`src/rtl/core/obusp_pkg.sv`:
```
// Shared types and constants of the OBU temporal unit splitter.
package obusp_pkg;

   localparam int CMD_DEPTH  = 8;
   localparam int HOLD_CNT_W = 4;

   localparam logic [3:0] OBU_TEMPORAL_DELIMITER = 4'd2;

   localparam logic [1:0] ST_OK      = 2'd0;
   localparam logic [1:0] ST_NO_SIZE = 2'd1;
   localparam logic [1:0] ST_CORRUPT = 2'd2;

   typedef enum logic [1:0] {
      CMD_DATA,
      CMD_RELEASE,
      CMD_MARKER
   } cmd_kind_type;

   typedef struct packed {
      cmd_kind_type          kind;
      logic [7:0]            data;
      logic                  tu_first;
      logic                  obu_last;
      logic [3:0]            unit_type;
      logic [2:0]            temporal;
      logic [1:0]            spatial;
      logic [HOLD_CNT_W-1:0] count;
      logic                  tu_closed;
      logic [1:0]            status;
   } cmd_type;

   localparam int CMD_W = $bits(cmd_type);

endpackage

```
`src/rtl/core/obusp_queue.sv`:
```
// Small synchronous FIFO with flop storage and fall-through read.
module obusp_queue #(
   parameter int WIDTH = 8,
   parameter int DEPTH = 8
) (
   input  logic             clock,
   input  logic             reset,
   input  logic             push,
   input  logic [WIDTH-1:0] push_data,
   input  logic             pop,
   output logic [WIDTH-1:0] pop_data,
   output logic             not_empty,
   output logic             not_full
);
   localparam int PTR_W = $clog2(DEPTH);
   localparam int CNT_W = $clog2(DEPTH + 1);

   logic [WIDTH-1:0] mem_ff [DEPTH];
   logic [PTR_W-1:0] wr_ptr_ff, wr_ptr_in;
   logic [PTR_W-1:0] rd_ptr_ff, rd_ptr_in;
   logic [CNT_W-1:0] count_ff, count_in;

   always_comb begin
      wr_ptr_in = push ? PTR_W'(wr_ptr_ff + 1'b1) : wr_ptr_ff;
      rd_ptr_in = pop ? PTR_W'(rd_ptr_ff + 1'b1) : rd_ptr_ff;
      count_in  = count_ff;
      if (push && !pop) begin
         count_in = CNT_W'(count_ff + 1'b1);
      end else if (pop && !push) begin
         count_in = CNT_W'(count_ff - 1'b1);
      end
   end

   always_ff @(posedge clock) begin
      if (reset) begin
         wr_ptr_ff <= '0;
         rd_ptr_ff <= '0;
         count_ff  <= '0;
      end else begin
         wr_ptr_ff <= wr_ptr_in;
         rd_ptr_ff <= rd_ptr_in;
         count_ff  <= count_in;
      end
   end

   always_ff @(posedge clock) begin
      if (push) begin
         mem_ff[wr_ptr_ff] <= push_data;
      end
   end

   assign pop_data  = mem_ff[rd_ptr_ff];
   assign not_empty = (count_ff != '0);
   assign not_full  = (count_ff != CNT_W'(DEPTH));

endmodule

```
`src/rtl/core/obusp_front.sv`:
```
// Front end: OBU header, extension and LEB128 size parsing, TU boundary decisions.
module obusp_front #(
   parameter int MAX_SIZE_BYTES = 8,
   parameter int HOLD_DEPTH     = 10
) (
   input  logic              clock,
   input  logic              reset,
   input  logic              req_tvalid,
   output logic              req_tready,
   input  logic              req_tuser,
   input  logic [7:0]        req_tdata,
   input  logic              cmd_room,
   input  logic              byte_room,
   output logic              cmd_push,
   output obusp_pkg::cmd_type cmd_data,
   output logic              byte_push,
   output logic [7:0]        byte_data
);
   import obusp_pkg::*;

   localparam int SCNT_W = $clog2(MAX_SIZE_BYTES + 1);
   localparam int HCNT_W = $clog2(HOLD_DEPTH + 1);

   localparam logic [1:0] PH_HEADER  = 2'd0;
   localparam logic [1:0] PH_EXT     = 2'd1;
   localparam logic [1:0] PH_SIZE    = 2'd2;
   localparam logic [1:0] PH_PAYLOAD = 2'd3;

   logic [1:0]        phase_ff, phase_in;
   logic [HCNT_W-1:0] held_count_ff, held_count_in;
   logic [3:0]        type_ff, type_in;
   logic              ext_ff, ext_in;
   logic [2:0]        temporal_ff, temporal_in;
   logic [1:0]        spatial_ff, spatial_in;
   logic              has_size_ff, has_size_in;
   logic [31:0]       accum_ff, accum_in;
   logic [SCNT_W-1:0] size_cnt_ff, size_cnt_in;
   logic [31:0]       left_ff, left_in;
   logic              tu_open_ff, tu_open_in;
   logic [1:0]        prev_spatial_ff, prev_spatial_in;
   logic              halted_ff, halted_in;

   logic              accept;
   logic [HCNT_W-1:0] hold_base;
   logic              hold_room;
   logic [HCNT_W-1:0] held_next;
   logic [35:0]       bits_ext;
   logic [35:0]       shifted;
   logic [35:0]       sum;
   logic              overflow;
   logic [SCNT_W-1:0] cnt_next;
   logic              spatial_change;
   logic              new_tu;
   logic [31:0]       left_dec;
   logic              fail;
   logic [1:0]        fail_status;
   logic              do_release;

   assign req_tready = cmd_room && byte_room;
   assign accept     = req_tvalid && req_tready;
   assign byte_data  = req_tdata;

   assign hold_base = (phase_ff == PH_HEADER) ? '0 : held_count_ff;
   assign hold_room = (hold_base < HCNT_W'(HOLD_DEPTH));
   assign held_next = hold_room ? HCNT_W'(hold_base + 1'b1) : hold_base;

   assign bits_ext = {29'b0, req_tdata[6:0]};
   assign left_dec = (left_ff != '0) ? left_ff - 32'd1 : left_ff;

   always_comb begin
      priority if (size_cnt_ff == SCNT_W'(0)) begin
         shifted = bits_ext;
      end else if (size_cnt_ff == SCNT_W'(1)) begin
         shifted = bits_ext << 7;
      end else if (size_cnt_ff == SCNT_W'(2)) begin
         shifted = bits_ext << 14;
      end else if (size_cnt_ff == SCNT_W'(3)) begin
         shifted = bits_ext << 21;
      end else if (size_cnt_ff == SCNT_W'(4)) begin
         shifted = bits_ext << 28;
      end else begin
         shifted = '0;
      end
      if (size_cnt_ff < SCNT_W'(5)) begin
         sum      = {4'b0, accum_ff} + shifted;
         overflow = (sum[35:32] != 4'b0);
      end else begin
         sum      = {4'b0, accum_ff};
         overflow = (req_tdata[6:0] != 7'b0);
      end
      cnt_next       = SCNT_W'(size_cnt_ff + 1'b1);
      spatial_change = ext_ff && (spatial_ff != prev_spatial_ff);
      new_tu         = !tu_open_ff || (type_ff == OBU_TEMPORAL_DELIMITER) ||
                       (sum[31:0] == '0) || spatial_change;
   end

   always_comb begin
      phase_in        = phase_ff;
      held_count_in   = held_count_ff;
      type_in         = type_ff;
      ext_in          = ext_ff;
      temporal_in     = temporal_ff;
      spatial_in      = spatial_ff;
      has_size_in     = has_size_ff;
      accum_in        = accum_ff;
      size_cnt_in     = size_cnt_ff;
      left_in         = left_ff;
      tu_open_in      = tu_open_ff;
      prev_spatial_in = prev_spatial_ff;
      halted_in       = halted_ff;
      cmd_push        = 1'b0;
      cmd_data        = '0;
      byte_push       = 1'b0;
      fail            = 1'b0;
      fail_status     = ST_OK;
      do_release      = 1'b0;

      if (accept && !halted_ff) begin
         if (req_tuser) begin
            if (tu_open_ff) begin
               cmd_push           = 1'b1;
               cmd_data.kind      = CMD_MARKER;
               cmd_data.tu_closed = 1'b1;
               tu_open_in         = 1'b0;
            end
         end else begin
            unique case (phase_ff)
               PH_HEADER: begin
                  byte_push     = hold_room;
                  held_count_in = held_next;
                  type_in       = req_tdata[6:3];
                  ext_in        = req_tdata[2];
                  has_size_in   = req_tdata[1];
                  temporal_in   = '0;
                  spatial_in    = '0;
                  if (req_tdata[2]) begin
                     phase_in = PH_EXT;
                  end else if (!req_tdata[1]) begin
                     fail        = 1'b1;
                     fail_status = ST_NO_SIZE;
                  end else begin
                     phase_in    = PH_SIZE;
                     accum_in    = '0;
                     size_cnt_in = '0;
                  end
               end
               PH_EXT: begin
                  byte_push     = hold_room;
                  held_count_in = held_next;
                  temporal_in   = req_tdata[7:5];
                  spatial_in    = req_tdata[4:3];
                  if (!has_size_ff) begin
                     fail        = 1'b1;
                     fail_status = ST_NO_SIZE;
                  end else begin
                     phase_in    = PH_SIZE;
                     accum_in    = '0;
                     size_cnt_in = '0;
                  end
               end
               PH_SIZE: begin
                  byte_push     = hold_room;
                  held_count_in = held_next;
                  if (overflow) begin
                     fail        = 1'b1;
                     fail_status = ST_CORRUPT;
                  end else begin
                     accum_in    = sum[31:0];
                     size_cnt_in = cnt_next;
                     if (req_tdata[7]) begin
                        if (cnt_next >= SCNT_W'(MAX_SIZE_BYTES)) begin
                           fail        = 1'b1;
                           fail_status = ST_CORRUPT;
                        end
                     end else begin
                        do_release = 1'b1;
                     end
                  end
               end
               PH_PAYLOAD: begin
                  cmd_push          = 1'b1;
                  cmd_data.kind     = CMD_DATA;
                  cmd_data.data     = req_tdata;
                  cmd_data.tu_first = !tu_open_ff;
                  cmd_data.obu_last = (left_dec == '0);
                  cmd_data.unit_type = type_ff;
                  cmd_data.temporal = temporal_ff;
                  cmd_data.spatial  = spatial_ff;
                  tu_open_in        = 1'b1;
                  left_in           = left_dec;
                  if (left_dec == '0) begin
                     phase_in = PH_HEADER;
                  end
               end
               default: begin
                  phase_in = PH_HEADER;
               end
            endcase
         end
      end

      if (do_release) begin
         cmd_push           = 1'b1;
         cmd_data.kind      = CMD_RELEASE;
         cmd_data.tu_first  = new_tu;
         cmd_data.obu_last  = (sum[31:0] == '0);
         cmd_data.unit_type = type_ff;
         cmd_data.temporal  = temporal_ff;
         cmd_data.spatial   = spatial_ff;
         cmd_data.count     = HOLD_CNT_W'(held_next);
         if (spatial_change) begin
            prev_spatial_in = spatial_ff;
         end
         tu_open_in    = 1'b1;
         left_in       = sum[31:0];
         phase_in      = (sum[31:0] != '0) ? PH_PAYLOAD : PH_HEADER;
         held_count_in = '0;
         accum_in      = '0;
         size_cnt_in   = '0;
      end

      if (fail) begin
         cmd_push        = 1'b1;
         cmd_data        = '0;
         cmd_data.kind   = CMD_MARKER;
         cmd_data.status = fail_status;
         halted_in       = 1'b1;
         phase_in        = PH_HEADER;
         held_count_in   = '0;
      end
   end

   always_ff @(posedge clock) begin
      if (reset) begin
         phase_ff        <= PH_HEADER;
         held_count_ff   <= '0;
         type_ff         <= '0;
         ext_ff          <= 1'b0;
         temporal_ff     <= '0;
         spatial_ff      <= '0;
         has_size_ff     <= 1'b0;
         accum_ff        <= '0;
         size_cnt_ff     <= '0;
         left_ff         <= '0;
         tu_open_ff      <= 1'b0;
         prev_spatial_ff <= '0;
         halted_ff       <= 1'b0;
      end else begin
         phase_ff        <= phase_in;
         held_count_ff   <= held_count_in;
         type_ff         <= type_in;
         ext_ff          <= ext_in;
         temporal_ff     <= temporal_in;
         spatial_ff      <= spatial_in;
         has_size_ff     <= has_size_in;
         accum_ff        <= accum_in;
         size_cnt_ff     <= size_cnt_in;
         left_ff         <= left_in;
         tu_open_ff      <= tu_open_in;
         prev_spatial_ff <= prev_spatial_in;
         halted_ff       <= halted_in;
      end
   end

   a_held_bound: assert property (@(posedge clock) disable iff (reset)
      held_count_ff <= HCNT_W'(HOLD_DEPTH))
      else $error("held byte count beyond hold depth");

   a_halt_sticky: assert property (@(posedge clock) disable iff (reset)
      halted_ff |=> halted_ff)
      else $error("halt released without reset");

   a_push_room: assert property (@(posedge clock) disable iff (reset)
      (cmd_push || byte_push) |-> (cmd_room && byte_room))
      else $error("push into a full queue");

endmodule

```
`src/rtl/core/obusp_back.sv`:
```
// Back end: expands queued commands into result beats behind an output register.
module obusp_back (
   input  logic               clock,
   input  logic               reset,
   input  logic               cmd_valid,
   input  obusp_pkg::cmd_type cmd_head,
   output logic               cmd_pop,
   input  logic               byte_valid,
   input  logic [7:0]         byte_head,
   output logic               byte_pop,
   output logic               rsp_tvalid,
   input  logic               rsp_tready,
   output logic [23:0]        rsp_tdata,
   output logic               rsp_tuser,
   output logic               rsp_tlast
);
   import obusp_pkg::*;

   logic [HOLD_CNT_W-1:0] idx_ff, idx_in;
   logic                  valid_ff, valid_in;
   logic [7:0]            byte_ff, byte_in;
   logic                  is_data_ff, is_data_in;
   logic                  tu_first_ff, tu_first_in;
   logic                  obu_first_ff, obu_first_in;
   logic                  obu_last_ff, obu_last_in;
   logic [3:0]            type_ff, type_in;
   logic [2:0]            temporal_ff, temporal_in;
   logic [1:0]            spatial_ff, spatial_in;
   logic                  closed_ff, closed_in;
   logic [1:0]            status_ff, status_in;
   logic                  last_ff, last_in;

   logic                  load;
   logic                  rel_last;

   assign load     = !valid_ff || rsp_tready;
   assign rel_last = (HOLD_CNT_W'(idx_ff + 1'b1) == cmd_head.count);

   always_comb begin
      idx_in       = idx_ff;
      valid_in     = valid_ff;
      byte_in      = byte_ff;
      is_data_in   = is_data_ff;
      tu_first_in  = tu_first_ff;
      obu_first_in = obu_first_ff;
      obu_last_in  = obu_last_ff;
      type_in      = type_ff;
      temporal_in  = temporal_ff;
      spatial_in   = spatial_ff;
      closed_in    = closed_ff;
      status_in    = status_ff;
      last_in      = last_ff;
      cmd_pop      = 1'b0;
      byte_pop     = 1'b0;

      if (load) begin
         valid_in = 1'b0;
         if (cmd_valid) begin
            unique case (cmd_head.kind)
               CMD_DATA: begin
                  cmd_pop      = 1'b1;
                  valid_in     = 1'b1;
                  byte_in      = cmd_head.data;
                  is_data_in   = 1'b1;
                  tu_first_in  = cmd_head.tu_first;
                  obu_first_in = 1'b0;
                  obu_last_in  = cmd_head.obu_last;
                  type_in      = cmd_head.unit_type;
                  temporal_in  = cmd_head.temporal;
                  spatial_in   = cmd_head.spatial;
                  closed_in    = 1'b0;
                  status_in    = ST_OK;
                  last_in      = 1'b1;
               end
               CMD_RELEASE: begin
                  if (byte_valid) begin
                     byte_pop     = 1'b1;
                     cmd_pop      = rel_last;
                     idx_in       = rel_last ? '0 : HOLD_CNT_W'(idx_ff + 1'b1);
                     valid_in     = 1'b1;
                     byte_in      = byte_head;
                     is_data_in   = 1'b1;
                     tu_first_in  = (idx_ff == '0) && cmd_head.tu_first;
                     obu_first_in = (idx_ff == '0);
                     obu_last_in  = rel_last && cmd_head.obu_last;
                     type_in      = cmd_head.unit_type;
                     temporal_in  = cmd_head.temporal;
                     spatial_in   = cmd_head.spatial;
                     closed_in    = 1'b0;
                     status_in    = ST_OK;
                     last_in      = rel_last;
                  end
               end
               CMD_MARKER: begin
                  cmd_pop      = 1'b1;
                  valid_in     = 1'b1;
                  byte_in      = '0;
                  is_data_in   = 1'b0;
                  tu_first_in  = 1'b0;
                  obu_first_in = 1'b0;
                  obu_last_in  = 1'b0;
                  type_in      = '0;
                  temporal_in  = '0;
                  spatial_in   = '0;
                  closed_in    = cmd_head.tu_closed;
                  status_in    = cmd_head.status;
                  last_in      = 1'b1;
               end
               default: begin
                  cmd_pop = 1'b1;
               end
            endcase
         end
      end
   end

   always_ff @(posedge clock) begin
      if (reset) begin
         idx_ff   <= '0;
         valid_ff <= 1'b0;
      end else begin
         idx_ff   <= idx_in;
         valid_ff <= valid_in;
      end
   end

   always_ff @(posedge clock) begin
      byte_ff      <= byte_in;
      is_data_ff   <= is_data_in;
      tu_first_ff  <= tu_first_in;
      obu_first_ff <= obu_first_in;
      obu_last_ff  <= obu_last_in;
      type_ff      <= type_in;
      temporal_ff  <= temporal_in;
      spatial_ff   <= spatial_in;
      closed_ff    <= closed_in;
      status_ff    <= status_in;
      last_ff      <= last_in;
   end

   assign rsp_tvalid = valid_ff;
   assign rsp_tuser  = is_data_ff;
   assign rsp_tlast  = last_ff;
   assign rsp_tdata  = {1'b0, status_ff, closed_ff, spatial_ff, temporal_ff, type_ff,
                        obu_last_ff, obu_first_ff, tu_first_ff, byte_ff};

   a_release_bytes: assert property (@(posedge clock) disable iff (reset)
      (cmd_valid && cmd_head.kind == CMD_RELEASE) |-> byte_valid)
      else $error("release command without held bytes");

   a_release_index: assert property (@(posedge clock) disable iff (reset)
      (cmd_valid && cmd_head.kind == CMD_RELEASE) |-> (idx_ff < cmd_head.count))
      else $error("release index past byte count");

   a_data_clean: assert property (@(posedge clock) disable iff (reset)
      (valid_ff && is_data_ff) |-> (status_ff == ST_OK && !closed_ff))
      else $error("data beat carries marker fields");

endmodule

```
`src/rtl/core/obu_stream_temporal_unit_splitter.sv`:
```
// Top level of the AV1 OBU stream temporal unit splitter.
//
// Input channel req_*: one beat per stream byte (req_tuser = 0) or an
// end-of-stream drain (req_tuser = 1). Output channel rsp_*: one beat per
// result; rsp_tlast marks the last beat caused by one input beat.
// Header, extension and size bytes are held until the LEB128 size ends,
// then come out in one burst, one beat per cycle while rsp_tready stays
// high, the first tagged obu_first. Payload bytes pass through one per cycle
// on the same terms, by way of the command queue and the output register;
// the command queue (8 entries) and the held byte queue soak up the input
// while the burst drains.
// Errors (no size field, corrupt size) give one status beat and halt the
// block until reset; later beats are taken and dropped.
// Reset clears parse state, queues and the output valid flag.
// A stalled receiver (rsp_tready low) holds the output beat; input is taken
// until a queue fills, then req_tready drops.
module obu_stream_temporal_unit_splitter #(
   parameter int MAX_SIZE_BYTES = 8,
   parameter int HOLD_DEPTH     = 10
) (
   input  logic        clock,
   input  logic        reset,
   input  logic        req_tvalid,
   output logic        req_tready,
   input  logic [7:0]  req_tdata,   // [7:0] stream_byte
   input  logic        req_tuser,   // [0] kind
   output logic        rsp_tvalid,
   input  logic        rsp_tready,
   output logic [23:0] rsp_tdata,   // [7:0] out_byte, [8] tu_first, [9] obu_first,
                                    // [10] obu_last, [14:11] unit_type,
                                    // [17:15] layer_temporal, [19:18] layer_spatial,
                                    // [20] tu_closed, [22:21] status, [23] zero
   output logic        rsp_tuser,   // [0] is_data
   output logic        rsp_tlast    // burst_last
);
   import obusp_pkg::*;

   localparam int BYTE_DEPTH = 2 ** $clog2(2 * HOLD_DEPTH);

   cmd_type          cmd_wdata;
   cmd_type          cmd_head;
   logic [CMD_W-1:0] cmd_rvec;
   logic             cmd_push;
   logic             cmd_pop;
   logic             cmd_valid;
   logic             cmd_room;

   logic [7:0]       byte_wdata;
   logic [7:0]       byte_head;
   logic             byte_push;
   logic             byte_pop;
   logic             byte_valid;
   logic             byte_room;

   assign cmd_head = cmd_type'(cmd_rvec);

   obusp_front #(
      .MAX_SIZE_BYTES(MAX_SIZE_BYTES),
      .HOLD_DEPTH    (HOLD_DEPTH)
   ) u_front (
      .clock     (clock),
      .reset     (reset),
      .req_tvalid(req_tvalid),
      .req_tready(req_tready),
      .req_tuser (req_tuser),
      .req_tdata (req_tdata),
      .cmd_room  (cmd_room),
      .byte_room (byte_room),
      .cmd_push  (cmd_push),
      .cmd_data  (cmd_wdata),
      .byte_push (byte_push),
      .byte_data (byte_wdata)
   );

   obusp_queue #(
      .WIDTH(CMD_W),
      .DEPTH(CMD_DEPTH)
   ) u_cmd_queue (
      .clock    (clock),
      .reset    (reset),
      .push     (cmd_push),
      .push_data(cmd_wdata),
      .pop      (cmd_pop),
      .pop_data (cmd_rvec),
      .not_empty(cmd_valid),
      .not_full (cmd_room)
   );

   obusp_queue #(
      .WIDTH(8),
      .DEPTH(BYTE_DEPTH)
   ) u_byte_queue (
      .clock    (clock),
      .reset    (reset),
      .push     (byte_push),
      .push_data(byte_wdata),
      .pop      (byte_pop),
      .pop_data (byte_head),
      .not_empty(byte_valid),
      .not_full (byte_room)
   );

   obusp_back u_back (
      .clock     (clock),
      .reset     (reset),
      .cmd_valid (cmd_valid),
      .cmd_head  (cmd_head),
      .cmd_pop   (cmd_pop),
      .byte_valid(byte_valid),
      .byte_head (byte_head),
      .byte_pop  (byte_pop),
      .rsp_tvalid(rsp_tvalid),
      .rsp_tready(rsp_tready),
      .rsp_tdata (rsp_tdata),
      .rsp_tuser (rsp_tuser),
      .rsp_tlast (rsp_tlast)
   );

endmodule
```
`config.mk`:
```
export PLATFORM = sky130hd
export DESIGN_NAME = obu_stream_temporal_unit_splitter
export DESIGN_NICKNAME = d
export VERILOG_FILES = /design/src/rtl/core/obusp_pkg.sv /design/src/rtl/core/obusp_queue.sv /design/src/rtl/core/obusp_front.sv /design/src/rtl/core/obusp_back.sv /design/src/rtl/core/obu_stream_temporal_unit_splitter.sv
export SDC_FILE = /design/constraint.sdc
export NUM_CORES = 1
export LEC_CHECK = 0
export ABC_AREA = 0
export BUFFER_PORTS_ARGS = -buffer_cell sky130_fd_sc_hd__buf_2
export CAP_MARGIN = 20
export CELL_PAD_IN_SITES_DETAIL_PLACEMENT = 1
export CELL_PAD_IN_SITES_GLOBAL_PLACEMENT = 2
export CORE_MARGIN = 10
export CORE_UTILIZATION = 42
export CTS_CLUSTER_DIAMETER = 120
export CTS_CLUSTER_SIZE = 28
export DETAILED_ROUTE_END_ITERATION = 12
export PLACE_DENSITY = 0.73
export SLEW_MARGIN = 40
export SYNTH_ARGS = -nofsm -noshare
export SYNTH_HDL_FRONTEND = slang
export SYNTH_SLANG_ARGS = --single-unit
```
`constraint.sdc`:
```
create_clock -name clock -period 14.32 [get_ports clock]
set_input_delay 1.432 -clock clock [delete_from_list [all_inputs] [get_ports clock]]
set_output_delay 1.432 -clock clock [all_outputs]
set_load 0.03 [all_outputs]
```
==> impl_results.md <==
- P&R area growth vs syn: 7.33%
- Initial core utilization: 42.4%
- Synth Area per Inst: 13.8 um2
- Total GRT Usage: 18.4%
- FILL cells: 6916
- Synth Register Bits: 633
- Vias: between 15000 and 20000
- Post_cts resized: 0
- Clock Sinks: 633
- Final hold violations: 0
- Die area: roughly 80000 um2
- Total setup violations reported at the end of the flow: 0
- Synth cell types: 89
- Remaining antenna violation count after routing: 0
- CTS Buffer Depth: 3
- Cell-internal power: 2.81 mW
- Switching Share: roughly 29%
- CTS tree: done
- Post-synthesis cell area: 29100 um2
- Global-route wire length before repair: about 120 mm
- Worst path arrival time: around 7400 ps
- Yosys warning total: 0
- Worst setup SP type: flop
- Via-per-instance ratio: 5.83
- Post-Route Skew: around 29 ps
- Clk root buf: clkbuf_16
- Max_slew headroom: 43.5%
- Skew-Pair Late Insertion Delay: 610 ps
- Yosys top cell area share: 52.2%
- Synth Area in Adders: under 10%
- PwrDens: 127 nW/um2
- Net switching power: 1.16 mW
- M3 GR Usage: 1.85%
- Post-synthesis cell count: about 2100
- Synth area leader: edfxtp_1
- I/O pin total: between 40 and 50
- Num rows: 96
- Max Cap Viol: 0
- Clk network pwr share: 23.9%
- GR Util met2: 31.3%
- Worst EP required: ~15000 ps
- Final TNS setup: 0 ps
- Port bufs: 39
- Sequential Area: 17700 um2
- Avg WL per Cell: 24.9 um
- Die H: 283 um
- Crit-path max FO: 33
- Area contributors post-synth: edfxtp_1 (52%), mux4_2 (11%), dfxtp_1 (8.8%)
- Fin. max-slew vios: 0
- Sequential Power Share: 53.8%
- CP Class: flop to flop
- Post-Synth XOR/XNOR Area: 2.14%
- Largest family of logic cells by synthesized area: multiplexers
- CTS Buf Count: 27
- Placer Congestion: ~0.87
- DRT Pass-1 Iters: 5
- DP HPWL: ~51 mm
- Largest net degree at the start of global routing: 64
- Asr flop ratio synth: 0%
- Final core occ: 45.5%
- Final min period: 6830 ps
- Sequential fraction of the synthesis area: 61.0%
- Multi-input logic area: 10800 um2
- DRC: 0
- M1 GR Usage: 25.2%
- Synth Area in Simple Gates: 11.6%
- # H-tree levels: 1
- Share of layout cells above drive strength 1: 15.5%
- Global routing's busiest layer: met2
- Grt total ovfl: 0
- N_diodes: 0
- Maximum VDD drop: 0.0000800 V
- Postcts setup bufs: 0
- Width of the die: 283 um
- Core area: 68600 um2
- Post-Syn Nets: between 2000 and 2500
- Reg-to-reg setup timing slack: between 7000 and 8000 ps
- Post-Route WL: 75.5 mm
- Post-synthesis mux area share: approximately 12%
- Clock transition at the registers of the reported paths: about 120 ps
- Fmax: 0.146 GHz
- Initial DRC count: around 1300
- Vias in the first global route: around 19000
- Logic pwr share: 22.3%
- Initial antenna violation count: 2
- Run status: complete, no violations
- Final Cycle Share: a little under half
- Complex-gate fraction of the synthesized area: around 7.6%
- Setup crit end kind: flop
- EDFF count, synth: 505
- Static leakage: 9.85 nW
- Worst slew pin tran: ~840 ps
- HP Class: flop to flop
- Hold_buf cts: 0
- Nets@finish: 2159
- RSZ-0062 raised after global routing: no
- Top_reg_cell synth: edfxtp_1
-- cell usage after synthesis (7+ instances only) --
master    instances
or2_2             7
nand2b_1         12
buf_4             8
o21ai_0          40
xor2_1           31
nand3_1          44
nor4_1           19
inv_1            37
ha_1             60
nand3b_1          8
a211oi_1         37
o31a_1            7
a22oi_1           9
nand4_1          35
nor3b_1          10
or3_1            23
and2_1           40
o31ai_1          15
edfxtp_1        505
a21oi_1          97
a32oi_1          14
xnor2_1          40
o21a_1           12
or4_1            10
buf_1            22
a31oi_1           8
nor2b_1          18
a21o_1           17
nand2_1         115
mux2i_1          54
nor3_1           51
dfxtp_1         128
and3_1           19
clkbuf_1         70
nor2_1          211
a311oi_1          7
o22ai_1          11
o211ai_1          8
buf_2            26
mux4_2          136
-- final timing paths --
kind | from | endpoint | depth (start not counted)
setup / recovery | u_front.size_cnt_ff[0] | u_cmd_queue.count_ff[3] | 25
hold / removal | u_front.type_ff[1] | u_front.type_ff[1] | 2
hold reg to reg | u_front.type_ff[1] | u_front.type_ff[1] | 2
setup reg to reg | u_front.size_cnt_ff[0] | u_cmd_queue.count_ff[3] | 25
-- kinds of logic (layout without fill, tap and decap cells) --
group | Yosys count | count (layout)
muxes | 191 | 191
AOI/OAI and AO/OA | 324 | 324
adders and majority gates | 63 | 63
xor gates and xnor gates | 71 | 71
and+or+nand+nor | 656 | 656
other | 1 | 1
DFF | 633 | 633
buffers and inverters | 167 | 164
-- layout make-up --
class,instances,share of cell area [%]
multi-input cells,1306,34.7
flip-flops and latches,633,56.9
clock inverters,3,0.140
well taps,931,3.74
clock buffers,46,2.46
inverters,38,0.461
repair buffers,77,1.59
-- layout by cell type (no fill, tap or decap), types with 17 or more instances in the layout --
| cell type | instances |
|---|---|
| xnor2_1 | 40 |
| nand4_1 | 35 |
| and2_1 | 40 |
| nor2_2 | 23 |
| mux4_2 | 136 |
| a21oi_1 | 96 |
| dfxtp_1 | 122 |
| or3_1 | 23 |
| a211oi_1 | 35 |
| ha_1 | 60 |
| clkbuf_1 | 18 |
| mux2i_1 | 54 |
| nor2b_1 | 18 |
| a21o_1 | 17 |
| nor2_1 | 187 |
| o21ai_0 | 40 |
| inv_1 | 37 |
| edfxtp_1 | 505 |
| xor2_1 | 31 |
| buf_4 | 37 |
| buf_2 | 37 |
| and3_1 | 19 |
| nor3_1 | 48 |
| clkbuf_16 | 28 |
| nor4_1 | 17 |
| nand3_1 | 44 |
| nand2_1 | 114 |
-- flip-flops by register name, indices dropped and copies added, names as in the netlist, 4 cells and up, named ones only --
signal and cells:
u_front.type_ff 4, u_byte_queue.wr_ptr_ff 5, u_byte_queue.rd_ptr_ff 5, u_front.held_count_ff 4
u_back.idx_ff 4, u_cmd_queue.count_ff 4, u_back.byte_ff 8, u_front.accum_ff 32
u_back.type_ff 4, u_cmd_queue.mem_ff 224, u_front.left_ff 32, u_byte_queue.mem_ff 256
u_byte_queue.count_ff 6, u_front.size_cnt_ff 4
-- critical path: stages, from the launching register on --
cell,delay (ps)
dfxtp_1,410
inv_1,110
ha_1,300
nor4_2,240
buf_4,240
nor3b_1,530
and2_1,210
ha_1,340
a21oi_1,380
o211ai_1,160
a21oi_1,410
o22ai_1,190
nor4_4,460
nand3_2,160
a211o_1,320
buf_4,270
and3_4,290
inv_1,190
ha_1,210
inv_1,100
ha_1,310
a21o_1,180
a21oi_1,180
xnor2_1,90
or3_1,310
a21oi_1,150
-- layer usage --
metal / wire length (um) / share of wire [%]
met5: 0 / 0
met4: 1810 / 2.4
met3: 2890 / 3.8
met2: 37000 / 49
met1: 33900 / 45
-- per-stage QoR --
step | cell area (um2) | setup WS (ps) | std cells | hold slack [ps] | power [mW]
2_1_floorplan | 29100 | 6720 | 2106 | 436 | 2.80
3_3_place_gp | 30200 | 7150 | 2985 | 450 | 3.06
3_5_place_dp | 30300 | 7050 | 2985 | 476 | 3.08
4_1_cts | 31100 | 7550 | 3034 | 493 | 4.02
5_1_grt | 31200 | 6980 | 3034 | 515 | 4.15
6_report | 31200 | 7490 | 3034 | 485 | 3.97
-- power by group through the flow --
stage	combinational [mW]	sequential, mW	clock (mW)
CTS	0.902	2.14	0.975
global placement	0.880	2.18	0
detailed placement	0.899	2.18	0
global route	0.961	2.15	1.04
floorplan	0.593	2.21	0
finish	0.884	2.14	0.947
No activity file was read; power rests on OpenSTA's default activity.
